==> config.mk <==
export PLATFORM = sky130hd
export DESIGN_NAME = rps_fifo
export DESIGN_NICKNAME = d
export VERILOG_FILES = /design/src/sv/rps_fifo.sv
export SDC_FILE = /design/constraint.sdc
export NUM_CORES = 1
export LEC_CHECK = 0
export BUFFER_PORTS_ARGS = -buffer_cell sky130_fd_sc_hd__buf_2
export CORE_AREA = 2 2 44 46
export CTS_CLUSTER_SIZE = 12
export DETAILED_ROUTE_END_ITERATION = 8
export DIE_AREA = 0 0 46 48
export PLACE_DENSITY_LB_ADDON = 0.3
export SLEW_MARGIN = 20
export SYNTH_ARGS = -nofsm -noshare
export SYNTH_HDL_FRONTEND = slang
export SYNTH_SLANG_ARGS = --single-unit
==> constraint.sdc <==
create_clock -name clk -period 1.5 [get_ports clk]
set_input_delay 0.15 -clock clk [delete_from_list [all_inputs] [get_ports clk]]
set_output_delay 0.15 -clock clk [all_outputs]
set_load 0.03 [all_outputs]
==> src/sv/rps_fifo.sv <==
// Small first-in first-out queue of register entries.
`default_nettype none

module rps_fifo #(
	parameter int WIDTH = 8,
	parameter int DEPTH = 2
) (
	input  logic             clk,
	input  logic             arst_n,
	input  logic             wr_en,
	input  logic [WIDTH-1:0] wr_data,
	output logic             full,
	input  logic             rd_en,
	output logic [WIDTH-1:0] rd_data,
	output logic             empty
);
	localparam int PW = (DEPTH > 1) ? $clog2(DEPTH) : 1;
	localparam int CW = $clog2(DEPTH + 1);

	logic [WIDTH-1:0] mem_q [DEPTH];
	logic [PW-1:0]    wr_ptr_q;
	logic [PW-1:0]    rd_ptr_q;
	logic [CW-1:0]    count_q;
	logic             do_wr;
	logic             do_rd;

	assign full    = (count_q == CW'(DEPTH));
	assign empty   = (count_q == '0);
	assign do_wr   = wr_en && !full;
	assign do_rd   = rd_en && !empty;
	assign rd_data = mem_q[rd_ptr_q];

	always_ff @(posedge clk or negedge arst_n) begin
		if (!arst_n) begin
			wr_ptr_q <= '0;
			rd_ptr_q <= '0;
			count_q  <= '0;
		end else begin
			if (do_wr) begin
				wr_ptr_q <= (wr_ptr_q == PW'(DEPTH - 1)) ? '0 : wr_ptr_q + 1'b1;
			end
			if (do_rd) begin
				rd_ptr_q <= (rd_ptr_q == PW'(DEPTH - 1)) ? '0 : rd_ptr_q + 1'b1;
			end
			if (do_wr && !do_rd) begin
				count_q <= count_q + 1'b1;
			end else if (do_rd && !do_wr) begin
				count_q <= count_q - 1'b1;
			end
		end
	end

	always_ff @(posedge clk) begin
		if (do_wr) begin
			mem_q[wr_ptr_q] <= wr_data;
		end
	end

endmodule

`default_nettype wire

=== Yosys cells after proc, flatten, opt, wreduce, memory -nomap -nowiden ===
Memory sizes are Yosys's and may differ from the RTL's.
Index checks and enable logic that the tools add are counted.

* Register bits: 4
* Bits in latches: 0
* Memory bits (writable): 16
* Memory bits (read-only): 0
* Input bits: 12
* Output and inout port bits: 10
* Word-level logic and storage cells: 25
* Memories: 1

* Add/sub/neg operators: 4
* Multiply operators: 0
* Div/mod/pow operators: 0
* Magnitude comparators: 0
* Equal/unequal tests: 1
* Shift operators: 0
* Mux-type cells: 6
* Bitwise operators: 0
* Reductions and logical operators: 10

{| class="wikitable"
|+ Memory list
! name !! words !! bits a word !! rd ports !! clocked after memory_dff !! write ports !! RTL line !! RTL
|-
| mem_q || 2 || 8 || 1 || 0 || 1 || 20 || <nowiki>logic [WIDTH-1:0] mem_q [DEPTH];</nowiki>
|}

{| class="wikitable"
|+ Operator list
! operator !! number
|-
| 1-bit logical AND || 4
|-
| 1-bit zero test || 4
|-
| 1-bit 2-to-1 mux || 4
|-
| 2-bit 2-to-1 mux || 2
|-
| 1-bit adder (second input constant) || 2
|-
| 2-bit by 1-bit adder with 2-bit output (second input constant) || 1
|-
| 2-bit equality test (second input constant) || 1
|-
| 2-bit zero test || 1
|-
| 2-bit nonzero test || 1
|-
| 2-bit by 1-bit subtractor with 2-bit output (second input constant) || 1
|}

=== Logic depth before layout (Yosys ltp) ===
* Depth after elaboration: 7
* Mapped depth: 7
* Gate-level depth less buffers: 7

=== Least setup slack after synthesis ===
OpenSTA, ideal clock, no wires.

* Path kind: register to register
* From: register count_q[0]
* To: memory mem_q[0][0], enable pin
* Setup time: 0.370 ns
* Arrival time: 1.022 ns
* Path slack: 0.108 ns
* Stages on the path, launching flop included: 4
* Path buffers: 0
* Path through: dfrtp_1 nand2b_1 nand2_2 nor2_1

* Word-level cells in the longest chain between the ends: 5

{| class="wikitable"
|+ Ends and longest elaborated chain
! what !! RTL line !! RTL
|-
| from (decl) || 23 || <nowiki>logic [CW-1:0] count_q;</nowiki>
|-
| from (signal assigned) || 46 || <nowiki>count_q <= count_q + 1'b1;</nowiki>
|-
| from (signal assigned) || 48 || <nowiki>count_q <= count_q - 1'b1;</nowiki>
|-
| 2-bit equality test || 27 || <nowiki>assign full = (count_q == CW'(DEPTH));</nowiki>
|-
| 1-bit zero test || 29 || <nowiki>assign do_wr = wr_en && !full;</nowiki>
|-
| 1-bit logical AND || 29 ||
|-
| 1-bit 2-to-1 mux || 54 || <nowiki>if (do_wr) begin</nowiki>
|-
| 1-bit 2-to-1 mux (implied by the code) || 55 || <nowiki>mem_q[wr_ptr_q] <= wr_data;</nowiki>
|-
| to (decl) || 20 ||
|}

No other way between the ends.

=== Final worst setup path ===
* From: register rd_ptr_q
* To: output port rd_data[2]

* Word-level cells in the longest chain between the ends: 1

{| class="wikitable"
|+ Ends and longest elaborated chain
! what !! RTL line !! RTL
|-
| from (decl) || 22 || <nowiki>logic [PW-1:0] rd_ptr_q;</nowiki>
|-
| from (signal assigned) || 43 || <nowiki>rd_ptr_q <= (rd_ptr_q == PW'(DEPTH - 1)) ? '0 : rd_ptr_q + 1'b1;</nowiki>
|-
| memory read 2 x 8 bit || -- ||
|-
| to (decl) || 14 || <nowiki>output logic [WIDTH-1:0] rd_data,</nowiki>
|}

No other way between the ends.

==> implementation parameters <==
Parameter                              Value

Worst setup path
  Number of buffers and inverters on the critical path ... 1
  Gate family responsible for the most delay along the worst path ... flip-flops
  Worst Reg-to-Reg Cells ... 7
  Kind of launch point of the worst setup path ... flop
  CP Data Required Time ... 1.35 ns
  Crit path arrival time ... 1.32 ns
  Category of the most critical setup path ... flop to primary output
  CP cell instances ... mux2_2 -> buf_2
  Critical R2R Launch ... count_q[0]$_DFFE_PN0P_
  CP max-delay cell ... sky130_fd_sc_hd__dfrtp_2
  Critical Path Stages ... 2
  Worst reg2reg endpoint ... count_q[1]$_DFFE_PN0P_
  Crit. End Element ... primary output
  Highest fanout seen on the critical path ... 9
  CP peak stage delay ... 0.50 ns
  Setup slack of the most critical reg-to-reg path ... 0.10 ns

Clock network
  CTS buffer count ... 3
  H-tree lvl count ... 1
  Register clock-pin slew on the reported worst setup and hold paths ... 0.11 ns
  Clock Root Buffer ... sky130_fd_sc_hd__clkbuf_4
  Number of buffers on the longest clock path ... 2
  Worst skew pair latency ... 0.29 ns
  TritonCTS clock tree ... done
  CTS sink count ... 20

Detailed routing
  DR DRC count ... 0
  WL final ... 1150 µm
  Total number of vias ... 426
  Length of the first detailed-routing pass in iterations ... 2
  Antenna Nets Post-Route ... 0
  DRT iter0 DRCs ... 6
  Wire length per cell ... 12.8 µm
  Vias per cell ... 4.73

Synth
  Post-Syn Area per Cell ... 17.8 µm²
  Cell variety after synth ... 15
  Most common flop cell mapped by yosys ... sky130_fd_sc_hd__edfxtp_1
  Post-synth top area cell ... sky130_fd_sc_hd__edfxtp_1
  Leading cell type by number of instances after synthesis ... sky130_fd_sc_hd__edfxtp_1
  Synthesized instance count ... 44
  Synthesized Nets ... 57
  Fraction of post-synthesis cell area in the top cell type by area ... 0.614
  Post-synth EDFFs ... 16
  Warnings from Yosys ... 0
  Sequential fraction of the synthesis area ... 0.742
  Share of synthesized flip-flops with an asynchronous set or reset ... 0.200
  Post-synthesis register bit count ... 20
  Top cells by count, synth ... sky130_fd_sc_hd__edfxtp_1, sky130_fd_sc_hd__mux2_1, sky130_fd_sc_hd__dfrtp_1, sky130_fd_sc_hd__nor2_1
  Netlist Area Pre-Place ... 782 µm²
  Ranking of synthesized cells by area ... sky130_fd_sc_hd__edfxtp_1, sky130_fd_sc_hd__dfrtp_1, sky130_fd_sc_hd__mux2_1

Place
  Dpl hpwl ... 856 µm
  Routability congestion estimate ... 0.673
  Setup slack after placement ... 0.105 ns
  IO Port Bufs ... 21

Timing
  Slew at the pin with the worst max-slew slack ... 0.243 ns
  Clock period minus final worst setup slack ... 1.47 ns
  Final setup fails ... 0
  Sum Neg Setup Slack ... 0 ns
  Setup repair after global routing missed its margin ... yes
  Peak Freq ... 681 MHz
  Final clock skew ... 0.00369 ns
  Crit path setup slack, layout ... 0.0312 ns
  Final cycle utilization of the critical path ... 0.979
  Max-slew headroom ... 0.837
  Final hold violation count ... 0
  Number of pins with negative max-slew slack in the final report ... 0

Power and ir drop
  Switching Power ... 0.748 mW
  Flop pwr share ... 0.448
  VDD IR max ... 0.00113 V
  Internal Pwr Total ... 1.23 mW
  Combinational share of power ... 0.422
  Pwr dens ... 2030 nW/µm²
  Standby leakage power ... 0.412 nW
  Part of the power in the clock network ... 0.130
  Fraction of power spent switching nets ... 0.379

GRT
  Global-route usage over all layers ... 0.109
  Wire length of the first global-routing pass ... 1660 µm
  Overflow left after global routing ... 0
  Pin count of the biggest net entering global routing ... 12
  Number of global-route vias before repair ... 383
  Number of antenna violations at the first check in global routing ... 0

Die
  Die Width ... 46 µm
  Initial Utilization ... 0.463
  Core region area ... 1690 µm²
  DIE HEIGHT ... 48 µm
  Total die area ... 2210 µm²
  Number of cell rows ... 15
  Number of ports placed on the die boundary ... 22

Hold path
  Hold Path Class ... primary input to flop
  Hold Path Cell Cnt ... 1
  Hold wc startpoint ... wr_data[6]
  Worst hold path endpoint ... mem_q[0][6]$_DFFE_PP_

Outcome
  Status ... complete, no violations

Final layout
  Area of the multi-input gates ... 189 µm²
  Filler Cells Inserted ... 143
  FF/Latch Area ... 582 µm²
  Nets ... 87
  Synth-to-Final Area Change ... 24.2%
  Ratio of cells with drive above 1 in the final layout ... 0.452
  Antenna cells ... 0

Job
  Maximum Capacitance Violations ... 0
[power groups by stage]
stage | Combinational (mW) | Clock [mW] | Sequential [mW]
2_1_floorplan | 0.631 | 0 | 0.846
3_3_place_gp | 0.810 | 0 | 0.896
4_1_cts | 0.825 | 0.264 | 0.892
3_5_place_dp | 0.824 | 0 | 0.899
6_report | 0.833 | 0.258 | 0.884
5_1_grt | 0.895 | 0.285 | 0.905
[cells by family (layout without fill, tap and decap cells)]
family / after synthesis / count (layout) / share of synthesized area
flip-flops: 20 / 20 / 0.742
multiplexers: 8 / 8 / 0.115
AND/OR/NAND/NOR: 6 / 6 / 0.0384
XOR/XNOR: 5 / 5 / 0.0656
buffers and inverters: 3 / 32 / 0.0160
adder cells (fa/ha/maj): 1 / 1 / 0.0160
AO/OA/AOI/OAI: 1 / 1 / 0.00639
[layout by cell type (no fill, tap or decap)]
master / count
sky130_fd_sc_hd__buf_2: 21
sky130_fd_sc_hd__clkbuf_1: 1
sky130_fd_sc_hd__xnor2_1: 2
sky130_fd_sc_hd__ha_1: 1
sky130_fd_sc_hd__xnor2_2: 1
sky130_fd_sc_hd__clkbuf_4: 3
sky130_fd_sc_hd__inv_1: 2
sky130_fd_sc_hd__dfrtp_2: 1
sky130_fd_sc_hd__dlygate4sd3_1: 1
sky130_fd_sc_hd__dfrtp_1: 3
sky130_fd_sc_hd__nor2_1: 3
sky130_fd_sc_hd__nand2b_1: 1
sky130_fd_sc_hd__mux2_2: 2
sky130_fd_sc_hd__o21ai_1: 1
sky130_fd_sc_hd__xor2_1: 2
sky130_fd_sc_hd__nand2_2: 1
sky130_fd_sc_hd__and3_1: 1
sky130_fd_sc_hd__edfxtp_1: 16
sky130_fd_sc_hd__buf_4: 4
sky130_fd_sc_hd__mux2_1: 6
[cell type report]
class / instances / area share
Sequential cell: 20 / 0.599
Multi-Input combinational cell: 21 / 0.195
Timing Repair Buffer: 26 / 0.149
Clock buffer: 4 / 0.0271
Tap cell: 17 / 0.0219
Inverter: 2 / 0.00773
[sequential cells by signal, indices dropped and copies added (netlist names)]
register / count
count_q: 2
mem_q: 16
rd_ptr_q: 1
wr_ptr_q: 1
[worst max-delay path by stage]
stage / start / end / slack, ns
global route: rd_ptr_q$_DFFE_PN0P_ / rd_data[4] / -0.02
global placement: count_q[0]$_DFFE_PN0P_ / count_q[1]$_DFFE_PN0P_ / 0.13
floorplan: count_q[0]$_DFFE_PN0P_ / mem_q[0][0]$_DFFE_PP_ / 0.11
CTS: rd_ptr_q$_DFFE_PN0P_ / rd_data[2] / 0.0001
finish: rd_ptr_q$_DFFE_PN0P_ / rd_data[2] / 0.03
detailed placement: count_q[0]$_DFFE_PN0P_ / count_q[1]$_DFFE_PN0P_ / 0.10
[metrics by stage]
stage | cell area (µm²) | util | hold WS, ns | power [mW] | cells
6_report | 971 | 0.575 | 0.0442 | 1.97 | 90
5_1_grt | 971 | 0.575 | 0.0176 | 2.08 | 90
4_1_cts | 963 | 0.570 | 0.0339 | 1.98 | 89
3_5_place_dp | 926 | 0.548 | -0.0387 | 1.72 | 84
3_3_place_gp | 926 | 0.548 | -0.0368 | 1.71 | 84
2_1_floorplan | 782 | - | -0.146 | 1.48 | 44
[routing by layer]
layer	wire [µm]	up-vias	GRT usage
met1	550	198	0.141
li1	-	218	-
met5	0	-	0
met3	50	0	0.0340
met2	553	10	0.175
met4	0	0	0.0343
[timing repair]
action | CTS | global route
gates resized for setup | 1 | 0
buffers inserted | 0 | 1
pin swaps | 0 | 0
endpoints found under the setup margin | 8 | 8
hold buffers | 1 | 0
endpoints found under the hold margin | 4 | 0
Power figures use the tool's default switching activity.
