[config.mk]
export PLATFORM = sky130hd
export DESIGN_NAME = rps_front
export DESIGN_NICKNAME = d
export VERILOG_FILES = /design/src/sv/rps_pkg.sv /design/src/sv/rps_fifo.sv /design/src/sv/rps_front.sv
export SDC_FILE = /design/constraint.sdc
export NUM_CORES = 1
export LEC_CHECK = 0
export ABC_CLOCK_PERIOD_IN_PS = 3590
export BUFFER_PORTS_ARGS = -buffer_cell sky130_fd_sc_hd__buf_2
export CORE_MARGIN = 5
export CORE_UTILIZATION = 50
export DETAILED_ROUTE_END_ITERATION = 10
export PLACE_DENSITY = 0.77
export SYNTH_ARGS = -nofsm -noshare
export SYNTH_HDL_FRONTEND = slang
export SYNTH_SLANG_ARGS = --single-unit
[constraint.sdc]
create_clock -name clk -period 3.59 [get_ports clk]
set_clock_uncertainty 0.1 [all_clocks]
set_input_delay 0.5385 -clock clk [delete_from_list [all_inputs] [get_ports clk]]
set_output_delay 0.5385 -clock clk [all_outputs]
set_load 0.01 [all_outputs]
[src/sv/rps_pkg.sv]
// Shared types, codes and constants of the point rotate-scale-translate block.
`default_nettype none

package rps_pkg;

	// Fixed field widths.
	localparam int COORD_BITS = 16;
	localparam int POINT_W    = 16;
	localparam int SCALE_W    = 24;
	localparam int OFFSET_W   = 16;
	localparam int ROT_STEP_W = 12;
	localparam int ZOOM_W     = 16;
	localparam int CFG_IDX_W  = 3;
	localparam int CFG_DATA_W = 24;

	// Datapath widths.
	localparam int TRIG_W     = 16;
	localparam int TRIG_MAG_W = 15;
	localparam int TPROD_W    = 31;
	localparam int MPROD_W    = TPROD_W + SCALE_W + 1;
	localparam int FRAC_SHIFT = 30;
	localparam int RND_W      = MPROD_W - FRAC_SHIFT;
	localparam int PIX_SUM_W  = RND_W + 1;
	localparam int ZOOM_SHIFT = 16;
	localparam int STEP_W     = 3;

	localparam logic signed [TRIG_W-1:0] TRIG_ONE = 16'sd16384;
	localparam logic signed [MPROD_W-1:0] RND_HALF = MPROD_W'(64'sd1 <<< (FRAC_SHIFT - 1));
	localparam logic signed [COORD_BITS-1:0] PIX_MAX = {1'b0, {(COORD_BITS - 1){1'b1}}};
	localparam logic signed [COORD_BITS-1:0] PIX_MIN = {1'b1, {(COORD_BITS - 1){1'b0}}};
	localparam longint ONE_Q30 = 64'sd1073741824;

	// Last step of each sequenced operation.
	localparam logic [STEP_W-1:0] MAC_LAST  = 3'd5;
	localparam logic [STEP_W-1:0] ZOOM_LAST = 3'd3;

	// Action codes of an input beat.
	localparam logic [1:0] ACT_POINT   = 2'd0;
	localparam logic [1:0] ACT_ROTATE  = 2'd1;
	localparam logic [1:0] ACT_ZOOM    = 2'd2;
	localparam logic [1:0] ACT_RESTART = 2'd3;

	// Configuration register indexes.
	localparam logic [CFG_IDX_W-1:0] REG_START_SCALE_X = 3'd0;
	localparam logic [CFG_IDX_W-1:0] REG_START_SCALE_Y = 3'd1;
	localparam logic [CFG_IDX_W-1:0] REG_OFFSET_X      = 3'd2;
	localparam logic [CFG_IDX_W-1:0] REG_OFFSET_Y      = 3'd3;
	localparam logic [CFG_IDX_W-1:0] REG_ROTATION_STEP = 3'd4;
	localparam logic [CFG_IDX_W-1:0] REG_ZOOM_STEP     = 3'd5;

	// Reset values of the configuration registers.
	localparam logic [SCALE_W-1:0]         RST_START_SCALE = 24'd256;
	localparam logic signed [OFFSET_W-1:0] RST_OFFSET      = 16'sd0;
	localparam logic [ROT_STEP_W-1:0]      RST_ROT_STEP    = 12'd4;
	localparam logic [ZOOM_W-1:0]          RST_ZOOM_STEP   = 16'd655;

	typedef struct packed {
		logic [1:0]                 action;
		logic signed [POINT_W-1:0]  point_x;
		logic signed [POINT_W-1:0]  point_y;
		logic                       direction;
	} in_beat_t;

	typedef struct packed {
		logic signed [COORD_BITS-1:0] pixel_x;
		logic signed [COORD_BITS-1:0] pixel_y;
		logic                         clipped;
	} out_beat_t;

	typedef struct packed {
		logic [SCALE_W-1:0]         start_scale_x;
		logic [SCALE_W-1:0]         start_scale_y;
		logic signed [OFFSET_W-1:0] offset_x;
		logic signed [OFFSET_W-1:0] offset_y;
		logic [ROT_STEP_W-1:0]      rotation_step;
		logic [ZOOM_W-1:0]          zoom_step;
	} cfg_t;

	typedef enum logic [1:0] {
		OP_POINT,
		OP_ROTATE,
		OP_ZOOM,
		OP_RESTART
	} op_t;

	typedef struct packed {
		op_t                        op;
		logic signed [POINT_W-1:0]  point_x;
		logic signed [POINT_W-1:0]  point_y;
		logic                       direction;
	} cmd_t;

	typedef enum logic [2:0] {
		BK_IDLE,
		BK_LOOKUP,
		BK_MAC,
		BK_ROUND,
		BK_EMIT,
		BK_ZOOM
	} back_state_t;

	typedef enum logic [2:0] {
		T_HOLD,
		T_CS_PX,
		T_SN_PY,
		T_SN_PX,
		T_CS_PY,
		T_ZOOM
	} t_src_t;

	typedef enum logic [2:0] {
		ACC_NONE,
		ACC_X_LOAD,
		ACC_X_ADD,
		ACC_Y_LOAD,
		ACC_Y_SUB
	} acc_op_t;

	typedef struct packed {
		logic    pop;
		logic    push;
		logic    trig_ld;
		logic    round_ld;
		t_src_t  t_src;
		logic    m_en;
		logic    m_use_y;
		acc_op_t acc_op;
		logic    zoom_wr_x;
		logic    zoom_wr_y;
	} bk_ctl_t;

	// Q2.30 product, truncated toward zero.
	function automatic longint mul_q30(input longint a, input longint b);
		return (a * b) / ONE_Q30;
	endfunction

endpackage

`default_nettype wire

[src/sv/rps_fifo.sv]
// Small first-in first-out queue of register entries.
`default_nettype none

module rps_fifo #(
	parameter int WIDTH = 8,
	parameter int DEPTH = 2
) (
	input  logic             clk,
	input  logic             arst_n,
	input  logic             wr_en,
	input  logic [WIDTH-1:0] wr_data,
	output logic             full,
	input  logic             rd_en,
	output logic [WIDTH-1:0] rd_data,
	output logic             empty
);
	localparam int PW = (DEPTH > 1) ? $clog2(DEPTH) : 1;
	localparam int CW = $clog2(DEPTH + 1);

	logic [WIDTH-1:0] mem_q [DEPTH];
	logic [PW-1:0]    wr_ptr_q;
	logic [PW-1:0]    rd_ptr_q;
	logic [CW-1:0]    count_q;
	logic             do_wr;
	logic             do_rd;

	assign full    = (count_q == CW'(DEPTH));
	assign empty   = (count_q == '0);
	assign do_wr   = wr_en && !full;
	assign do_rd   = rd_en && !empty;
	assign rd_data = mem_q[rd_ptr_q];

	always_ff @(posedge clk or negedge arst_n) begin
		if (!arst_n) begin
			wr_ptr_q <= '0;
			rd_ptr_q <= '0;
			count_q  <= '0;
		end else begin
			if (do_wr) begin
				wr_ptr_q <= (wr_ptr_q == PW'(DEPTH - 1)) ? '0 : wr_ptr_q + 1'b1;
			end
			if (do_rd) begin
				rd_ptr_q <= (rd_ptr_q == PW'(DEPTH - 1)) ? '0 : rd_ptr_q + 1'b1;
			end
			if (do_wr && !do_rd) begin
				count_q <= count_q + 1'b1;
			end else if (do_rd && !do_wr) begin
				count_q <= count_q - 1'b1;
			end
		end
	end

	always_ff @(posedge clk) begin
		if (do_wr) begin
			mem_q[wr_ptr_q] <= wr_data;
		end
	end

endmodule

`default_nettype wire

[src/sv/rps_front.sv]
// Front end: accepts input beats, classifies the action and queues commands.
`default_nettype none

module rps_front #(
	parameter int DEPTH = 2
) (
	input  logic              clk,
	input  logic              arst_n,
	input  logic              push,
	output logic              full,
	input  rps_pkg::in_beat_t cmd,
	input  logic              pop,
	output logic              empty,
	output rps_pkg::cmd_t     head
);
	import rps_pkg::*;

	cmd_t classified;

	always_comb begin
		classified.point_x   = cmd.point_x;
		classified.point_y   = cmd.point_y;
		classified.direction = cmd.direction;
		unique case (cmd.action)
			ACT_POINT:   classified.op = OP_POINT;
			ACT_ROTATE:  classified.op = OP_ROTATE;
			ACT_ZOOM:    classified.op = OP_ZOOM;
			ACT_RESTART: classified.op = OP_RESTART;
			default:     classified.op = OP_POINT;
		endcase
	end

	rps_fifo #(
		.WIDTH($bits(cmd_t)),
		.DEPTH(DEPTH)
	) u_cmd_q (
		.clk    (clk),
		.arst_n (arst_n),
		.wr_en  (push),
		.wr_data(classified),
		.full   (full),
		.rd_en  (pop),
		.rd_data(head),
		.empty  (empty)
	);

endmodule

`default_nettype wire

-- Word level (Yosys, flattened, before mapping)
Memory sizes are Yosys's and may differ from the RTL's.
Index checks and enable logic that the tools add are counted.
W data, S select, Z words.
- bits in registers: 4
- RAM bits: 70
- input port bits: 39
- output and inout port bits: 37
- memories: 1
- add/sub/neg operators: 4
- equality and inequality tests: 4
- multiplexer cells: 7
- reductions and logical operators: 11
- memory list (name ; words ; bits a word ; read ports ; clocked after memory_dff ; wr ports ; RTL line ; source):
    u_cmd_q.mem_q ; 2 ; 35 ; 1 ; 0 ; 1 ; rps_fifo.sv:20 ; logic [WIDTH-1:0] mem_q [DEPTH];
- operators with widths (cell ; count):
    $pmux W2 S4 ; 1
    $eq A2 B2 Y1 const B ; 3
    $logic_and A1 B1 Y1 ; 4
    $logic_not A1 Y1 ; 4
    $logic_not A2 Y1 ; 2
    $mux W1 ; 4
    $mux W2 ; 2
    $add A1 B1 Y1 const B ; 2
    $add A2 B1 Y2 const B ; 1
    $eq A2 B1 Y1 const B ; 1
    $reduce_bool A2 Y1 ; 1
    $sub A2 B1 Y2 const B ; 1

-- Depth between registers and ports, before layout
Gate-level depths: netlist (run 1).
- depth after elaboration: 7
- mapped depth: 7
- depth with buffers taken out: 7

-- Cells and area by module
From an unflattened synthesis (run 1), not the netlist that was laid out.
- cell total of the unflattened synthesis: 130
- area, all modules: 2880.3 um2
- modules (own cells, without submodules) (module ; times used ; cells an instance ; area an instance (um2) ; seq. area each (um2)):
    rps_fifo ; 1 ; 128 ; 2872.8 ; 2202.1
    rps_front ; 1 ; 2 ; 7.5 ; 0.0

-- Worst setup path after synthesis (run 1)
No wires, ideal clock.
- path type: register to register
- start: register u_cmd_q.count_q[0]
- end: memory u_cmd_q.mem_q[0][0] (netlist bit), enable pin
- setup time: 0.427 ns
- arrival: 2.128 ns
- path slack: 0.935 ns
- cell stages (with the launch flop): 4
- buffers on the path: 0
- clock period less this slack: 2.655 ns
- cells stage by stage: dfrtp_1 -> nand2b_1 -> nand2_1 -> nor2_1
- cells in the longest elaborated chain, start to end: 5
- ends and longest elaborated chain (element ; RTL line ; source):
    start, declared ; rps_fifo.sv:23 ; logic [CW-1:0] count_q;
    start signal, assigned ; rps_fifo.sv:46 ; count_q <= count_q + 1'b1;
    start signal, assigned ; rps_fifo.sv:48 ; count_q <= count_q - 1'b1;
    $eq A2 B2 Y1 ; rps_fifo.sv:27 ; assign full = (count_q == CW'(DEPTH));
    $logic_not A1 Y1 ; rps_fifo.sv:29 ; assign do_wr = wr_en && !full;
    $logic_and A1 B1 Y1 ; rps_fifo.sv:29 ;
    $mux W1 ; rps_fifo.sv:54 ; if (do_wr) begin
    $mux W1 (not written as such) ; rps_fifo.sv:55 ; mem_q[wr_ptr_q] <= wr_data;
    end, declared ; rps_fifo.sv:20 ;
Every way passes these cells.

==> flow_summary.yaml, run 1 <==
route:
  routed_wirelength_um: 4580
  vias: 1375
  first_pass_iters: 4
  ant_nets: 0
  drc: 0
  via_per_inst: 4.79
  drt_iter0_drc: 60
  post_drt_wl_per_cell_um: 15.9
global_route:
  overflow: 0
  grt_max_degree: 37
  antenna_found_initial: 0
  grt_pass1_wl_um: 7090
  first_global_vias: 1575
  grt_usage: 0.131
sta:
  hold_viol: 0
  fin_tns_setup_ps: 0
  worst_pin_slew_ps: 1090
  slew_violations: 0
  rsz0062_at_grt: "false"
  final-setup-viol-count: 0
  min_period_over_period: 0.731
  slew_headroom: 0.272
  fmax_mhz: 381
  timing.final.crit_period_ps: 2630
worst_setup_path:
  timing.rr.end: "u_cmd_q.mem_q[0][28]"
  endpoint_kind: "output port"
  cp.required_ps: 2950
  cp.buffers_inverters: 1
  cp_max_fo: 36
  cp-start-kind: "flop"
  crit_slowest_cell: "dfrtp_2"
  r2r-start: "u_cmd_q.count_q[0]"
  regToRegSetupSlack_ps: 1550
  crit_chain: "mux2_2 > buf_2"
  cp_top_family: "flip-flops"
  critical_path_class: "reg -> out"
  cpPeakStageDelay_ps: 1090
  reg2reg_depth: 3
  cp_data_arrival_time_ps: 1990
logic_synthesis:
  synth-async-reset-ratio: 0.0541
  synth_common_cells: "edfxtp_1 (70), mux2_4 (29), mux2_2 (6)"
  postSynthAreaPerCell_um2: 22.2
  netlist_instances: 130
  ys_ff_latch: 74
  synth.most_common_cell: "edfxtp_1"
  synthDistinctLibCells: 16
  synth_edf_count: 70
  yosysSeqAreaShare: 0.765
  synth_flop_cell: "edfxtp_1"
  syn-num-nets: 170
  yosys_warnings: 0
  yosysTopAreaCellShare: 0.730
  synth_top_area_cell: "edfxtp_1"
  synthTopCellsByArea: "edfxtp_1 (73%), mux2_4 (15%), dfrtp_1 (3.5%)"
  synthesis.area_um2: 2880
power:
  power.share.sequential: 0.492
  power.total_mw: 2.76
  swShare: 0.288
  intPower_mw: 1.97
  clockPowerShare: 0.208
  vdd_drop_max_mv: 0.540
  p_per_area_nw_per_um2: 797
  pwr-share-comb: 0.301
  p_switching_mw: 0.793
  cellLeakagePower_nw: 1.40
cts:
  cts_root_buf: "clkbuf_8"
  clock_latency_ps: 330
  cts_buffer_depth: 2
  path_clk_slew_ps: 70
  numCtsBuffers: 9
  clock-sinks: 74
  tritoncts: "built"
  cts.repair.resized: 0
  cts_setup_buffers: 0
  cts_hold_buf: 1
  htree_num_levels: 3
floorplanning:
  die_w_um: 85.9
  initial_core_util: 0.520
  fp.dieH_um: 85.9
  die_area_um2: 7380
  rows: 27
  pin_count: 76
  core_um2: 5540
min_path:
  hold_path_startpoint: "cmd[3]"
  min_path_type: "in -> reg"
  min_to: "u_cmd_q.mem_q[1][3]"
  hold_depth: 1
placed_design:
  finalWeightedCongestion: 0.718
  portBuffers: 75
  hpwl_um: 3090
finish:
  area_growth_pct: 20.2
  diodes: 0
  fin_nets: 251
  fillers: 430
  drive_above_1_share: 0.577
job:
  drv_cap: 0
run_status:
  status: "finished, final reports clean"
-- final cells by class --
| type | instances | area (µm²) | area share |
|---|---|---|---|
| clock buffers | 10 | 128 | 0.0369 |
| clock inverters | 5 | 46.3 | 0.0134 |
| inverters | 2 | 7.51 | 0.00217 |
| multi-input cells | 48 | 601 | 0.174 |
| flip-flops and latches | 74 | 2200 | 0.637 |
| well taps | 72 | 90.1 | 0.0260 |
| repair buffers | 76 | 385 | 0.111 |
-- metal layers --
layer  up-vias  part of all wire  global-route usage  wire length, µm
met2        52              0.52               0.226             2400
li1        658                 -                   -                -
met5         -                 0                   0                0
met4         0             0.016              0.0547               72
met3         7             0.085              0.0586              391
met1       658              0.37               0.139             1710
-- per-stage QoR --
step / cell area, µm² / hold slack (ps) / setup WS [ps] / utilization / instances
floorplan: 2880 / 143 / 935 / - / 130
global placement: 3280 / 248 / 1290 / 0.591 / 271
detailed placement: 3280 / 254 / 1290 / 0.591 / 271
CTS: 3460 / 270 / 921 / 0.625 / 287
global route: 3460 / 268 / 866 / 0.625 / 287
finish: 3460 / 287 / 964 / 0.625 / 287
-- power by group through the flow --
stage / clock, mW / sequential, mW / combinational, mW
floorplan: 0 / 1.25 / 0.731
global placement: 0 / 1.37 / 0.836
detailed placement: 0 / 1.38 / 0.847
CTS: 0.591 / 1.36 / 0.850
global route: 0.636 / 1.38 / 0.894
finish: 0.573 / 1.36 / 0.830
-- cell usage in the layout (no fill, tap or decap), types with 2 or more instances in the layout --
cell type,count
buf_2,75
clkbuf_8,9
clkinv_1,3
dfrtp_1,3
edfxtp_1,70
inv_1,2
mux2_2,6
mux2_4,29
nor2_1,2
xnor2_1,3
xor2_1,2
-- state kept, by name (all words and copies together) (netlist names) --
register / count
u_cmd_q.count_q: 2
u_cmd_q.mem_q: 70
u_cmd_q.rd_ptr_q: 1
u_cmd_q.wr_ptr_q: 1
-- kinds of logic after synthesis --
family	count (synthesis)	synth area share
multiplexers	35	0.175
AND/OR/NAND/NOR	6	0.00956
AO/OA/AOI/OAI	1	0.00174
flip-flops	74	0.765
adder cells (fa/ha/maj)	1	0.00434
XOR/XNOR	5	0.0152
buffers and inverters	8	0.0300
-- how the worst max path moves through the flow --
stage | cells after the start | to | slack, ps | startpoint
2_1_floorplan | 3 | u_cmd_q.mem_q[0][0] | 940 | u_cmd_q.count_q[0]
3_3_place_gp | 2 | head[11] | 1290 | u_cmd_q.rd_ptr_q
3_5_place_dp | 2 | head[10] | 1290 | u_cmd_q.rd_ptr_q
4_1_cts | 2 | head[10] | 920 | u_cmd_q.rd_ptr_q
5_1_grt | 2 | head[16] | 870 | u_cmd_q.rd_ptr_q
6_report | 2 | head[10] | 960 | u_cmd_q.rd_ptr_q
Note: power is estimated with default switching activity, not from simulation.
==> run 2, diff against run 1 <==
Settings changed: ABC_AREA set to 1, ABC_CLOCK_PERIOD_IN_PS 3590 to 2700, PLACE_DENSITY 0.77 to 0.78.
Clock period 3.59 ns to 2.7 ns, I/O delays scaled along.
==> run 2 against run 1 <==
Synthesized area is 3.2% lower. First-iteration DRC count grew 42%. Sequential share of layout area decreased by 0.45 points. Register-to-register slack lost 630 ps. Flip-flop and latch count did not move. Wire length rose by 13%. Cell count rose by 31%. Largest cell class unchanged. Setup slack worse by 360 ps. Critical endpoint is now head[32].
==> flow_summary.yaml, run 2 <==
logic_synthesis:
  syn-num-nets: 256
  postSynthAreaPerCell_um2: 12.9
  yosysSeqAreaShare: 0.790
  ys_ff_latch: 74
  synthesis.area_um2: 2790
  yosysTopAreaCellShare: 0.754
  synthSimpleGateAreaFrac: 0.167
  synth_fa_ha_area_frac: 0.00449
  synth-xor-area-share: 0.00314
  synth-async-reset-ratio: 0.0541
  synthDistinctLibCells: 16
  synth.most_common_cell: "nand2_1"
  synth-compound-area-share: 0.00359
  synth_top_family_by_area: "simple AND/OR/NAND/NOR gates"
  synth_common_cells: "nand2_1 (114), edfxtp_1 (70), inv_1 (7)"
  synth_top_area_cell: "edfxtp_1"
  netlist_instances: 216
  synth_flop_cell: "edfxtp_1"
  synthMuxAreaShare: 0
  synth_edf_count: 70
  synthTopCellsByArea: "edfxtp_1 (75%), nand2_1 (15%), dfrtp_1 (3.6%)"
  yosys_warnings: 0
sta:
  rsz0062_at_grt: "false"
  fmax_mhz: 476
  timing.hold.ws_ps: 154
  min_period_over_period: 0.778
  hold_viol: 0
  slew_violations: 0
  final-setup-viol-count: 0
  fin_tns_setup_ps: 0
  timing.final.crit_period_ps: 2100
  slew_headroom: 0.702
  worst_pin_slew_ps: 446
route:
  vias: 1720
  post_drt_wl_per_cell_um: 13.8
  first_pass_iters: 4
  met2WireLength_um: 2580
  routed_wirelength_um: 5170
  dr_wl_met3_um: 341
  drc: 0
  wl_met1_um: 2140
  via_per_inst: 4.59
  ant_nets: 0
  highest_layer: "met4"
  drt_iter0_drc: 85
worst_setup_path:
  cp_data_arrival_time_ps: 1590
  cp-start-kind: "flop"
  cp_max_fo: 26
  cp.required_ps: 2190
  critical_path_class: "reg -> out"
  endpoint_kind: "output port"
global_route:
  antenna_found_initial: 0
  first_global_vias: 1748
  grt_max_degree: 37
  overflow: 0
  grt_pass1_wl_um: 8420
  grt_usage: 0.156
floorplanning:
  fp.dieH_um: 84.7
  die_w_um: 84.7
  pin_count: 76
  rows: 27
  initial_core_util: 0.509
  die_area_um2: 7170
  core_um2: 5470
cts:
  cts_setup_buffers: 0
  clock_latency_ps: 330
  cts_buffer_depth: 2
  cts.repair.resized: 0
  htree_num_levels: 3
  cts_root_buf: "clkbuf_8"
  clock-sinks: 74
  numCtsBuffers: 9
  path_clk_slew_ps: 70
  tritoncts: "built"
job:
  drv_cap: 0
finish:
  fillers: 419
  max_flop_register: "u_cmd_q.mem_q"
  largest_reg_flops: 70
  drive_above_1_share: 0.323
  final_common_cell: "nand2_1"
  diodes: 0
  fin_nets: 339
  area_growth_pct: 25.0
  fin_area_um2: 3480
  top_regs: "u_cmd_q.mem_q: 70 flops, u_cmd_q.count_q: 2 flops"
  final_cell_mix: "nand2_1 (114), buf_2 (75), edfxtp_1 (70)"
placed_design:
  portBuffers: 75
  finalWeightedCongestion: 0.714
  hpwl_um: 3460
  postPlaceCellArea_um2: 3240
power:
  vdd_drop_max_mv: 0.600
  cellLeakagePower_nw: 1.55
  p_per_area_nw_per_um2: 1100
min_path:
  min_path_type: "in -> reg"
run_status:
  status: "finished, final reports clean"
## run 2: cell types whose count changed after synthesis, moves of 3 or more
cell     before  now
nand2_1       1  114
mux2_4       29    0
buf_12        3    0
inv_1         2    7
buf_4         0    5
mux2_2        6    0
## run 2: final timing paths
check / start / endpoint / slack, ps / cells past startpoint
hold reg to reg: u_cmd_q.wr_ptr_q / u_cmd_q.wr_ptr_q / 390 / 2
max in group asynchronous: arst_n / u_cmd_q.rd_ptr_q / 2060 / 2
min in group asynchronous: arst_n / u_cmd_q.count_q[1] / 310 / 2
hold / removal: cmd[20] / u_cmd_q.mem_q[1][20] / 150 / 1
setup / recovery: u_cmd_q.rd_ptr_q / head[32] / 600 / 4
setup reg to reg: u_cmd_q.count_q[0] / u_cmd_q.mem_q[1][18] / 920 / 3
## run 2: stage by stage
| step | total power, mW | worst slack (ps) | std cells | utilization |
|---|---|---|---|---|
| 2_1_floorplan | 2.43 | 108 | 216 | - |
| 3_3_place_gp | 2.87 | 951 | 359 | 0.593 |
| 3_5_place_dp | 2.90 | 908 | 359 | 0.593 |
| 4_1_cts | 3.89 | 566 | 375 | 0.636 |
| 5_1_grt | 4.09 | 434 | 375 | 0.636 |
| 6_report | 3.84 | 600 | 375 | 0.636 |
## run 2: final cells by class
| class | count | area, µm² | area share |
|---|---|---|---|
| multi-input cells | 125 | 505 | 0.145 |
| repair buffers | 81 | 423 | 0.121 |
| clock inverters | 6 | 106 | 0.0305 |
| well taps | 72 | 90.1 | 0.0259 |
| clock buffers | 9 | 124 | 0.0356 |
| flip-flops and latches | 74 | 2200 | 0.632 |
| inverters | 8 | 32.5 | 0.00934 |
## run 2: cell families (layout without fill, tap and decap cells)
logic type / count (synthesis) / in the layout
buffers and inverters: 17 / 104
XOR/XNOR: 1 / 1
adder cells (fa/ha/maj): 1 / 1
AND/OR/NAND/NOR: 121 / 121
flip-flops: 74 / 74
AO/OA/AOI/OAI: 2 / 2
## run 2: power breakdown
group | leakage, nW | switching [mW] | total [mW] | internal [mW]
clock network | 0.113 | 0.377 | 0.981 | 0.604
registers | 0.699 | 0.100 | 1.67 | 1.57
logic | 0.734 | 0.775 | 1.19 | 0.415
total | 1.55 | 1.25 | 3.84 | 2.58
## run 2: routing by layer
layer	track usage	vias to the layer above
li1	-	881
met1	0.189	775
met2	0.248	54
met3	0.0412	10
met4	0.0978	0
met5	0	-
## run 2: what timing repair did
item / in CTS / in global routing
endpoints found under the setup margin: 0 / 0
hold buffers: 1 / 0
endpoints found under the hold margin: 4 / 0
## run 2: worst max-delay path, cell delays in order, from the launching register on
cell     delay [ps]
dfrtp_1         590
buf_4           360
nand2_1          80
nand2_1          90
buf_2           130
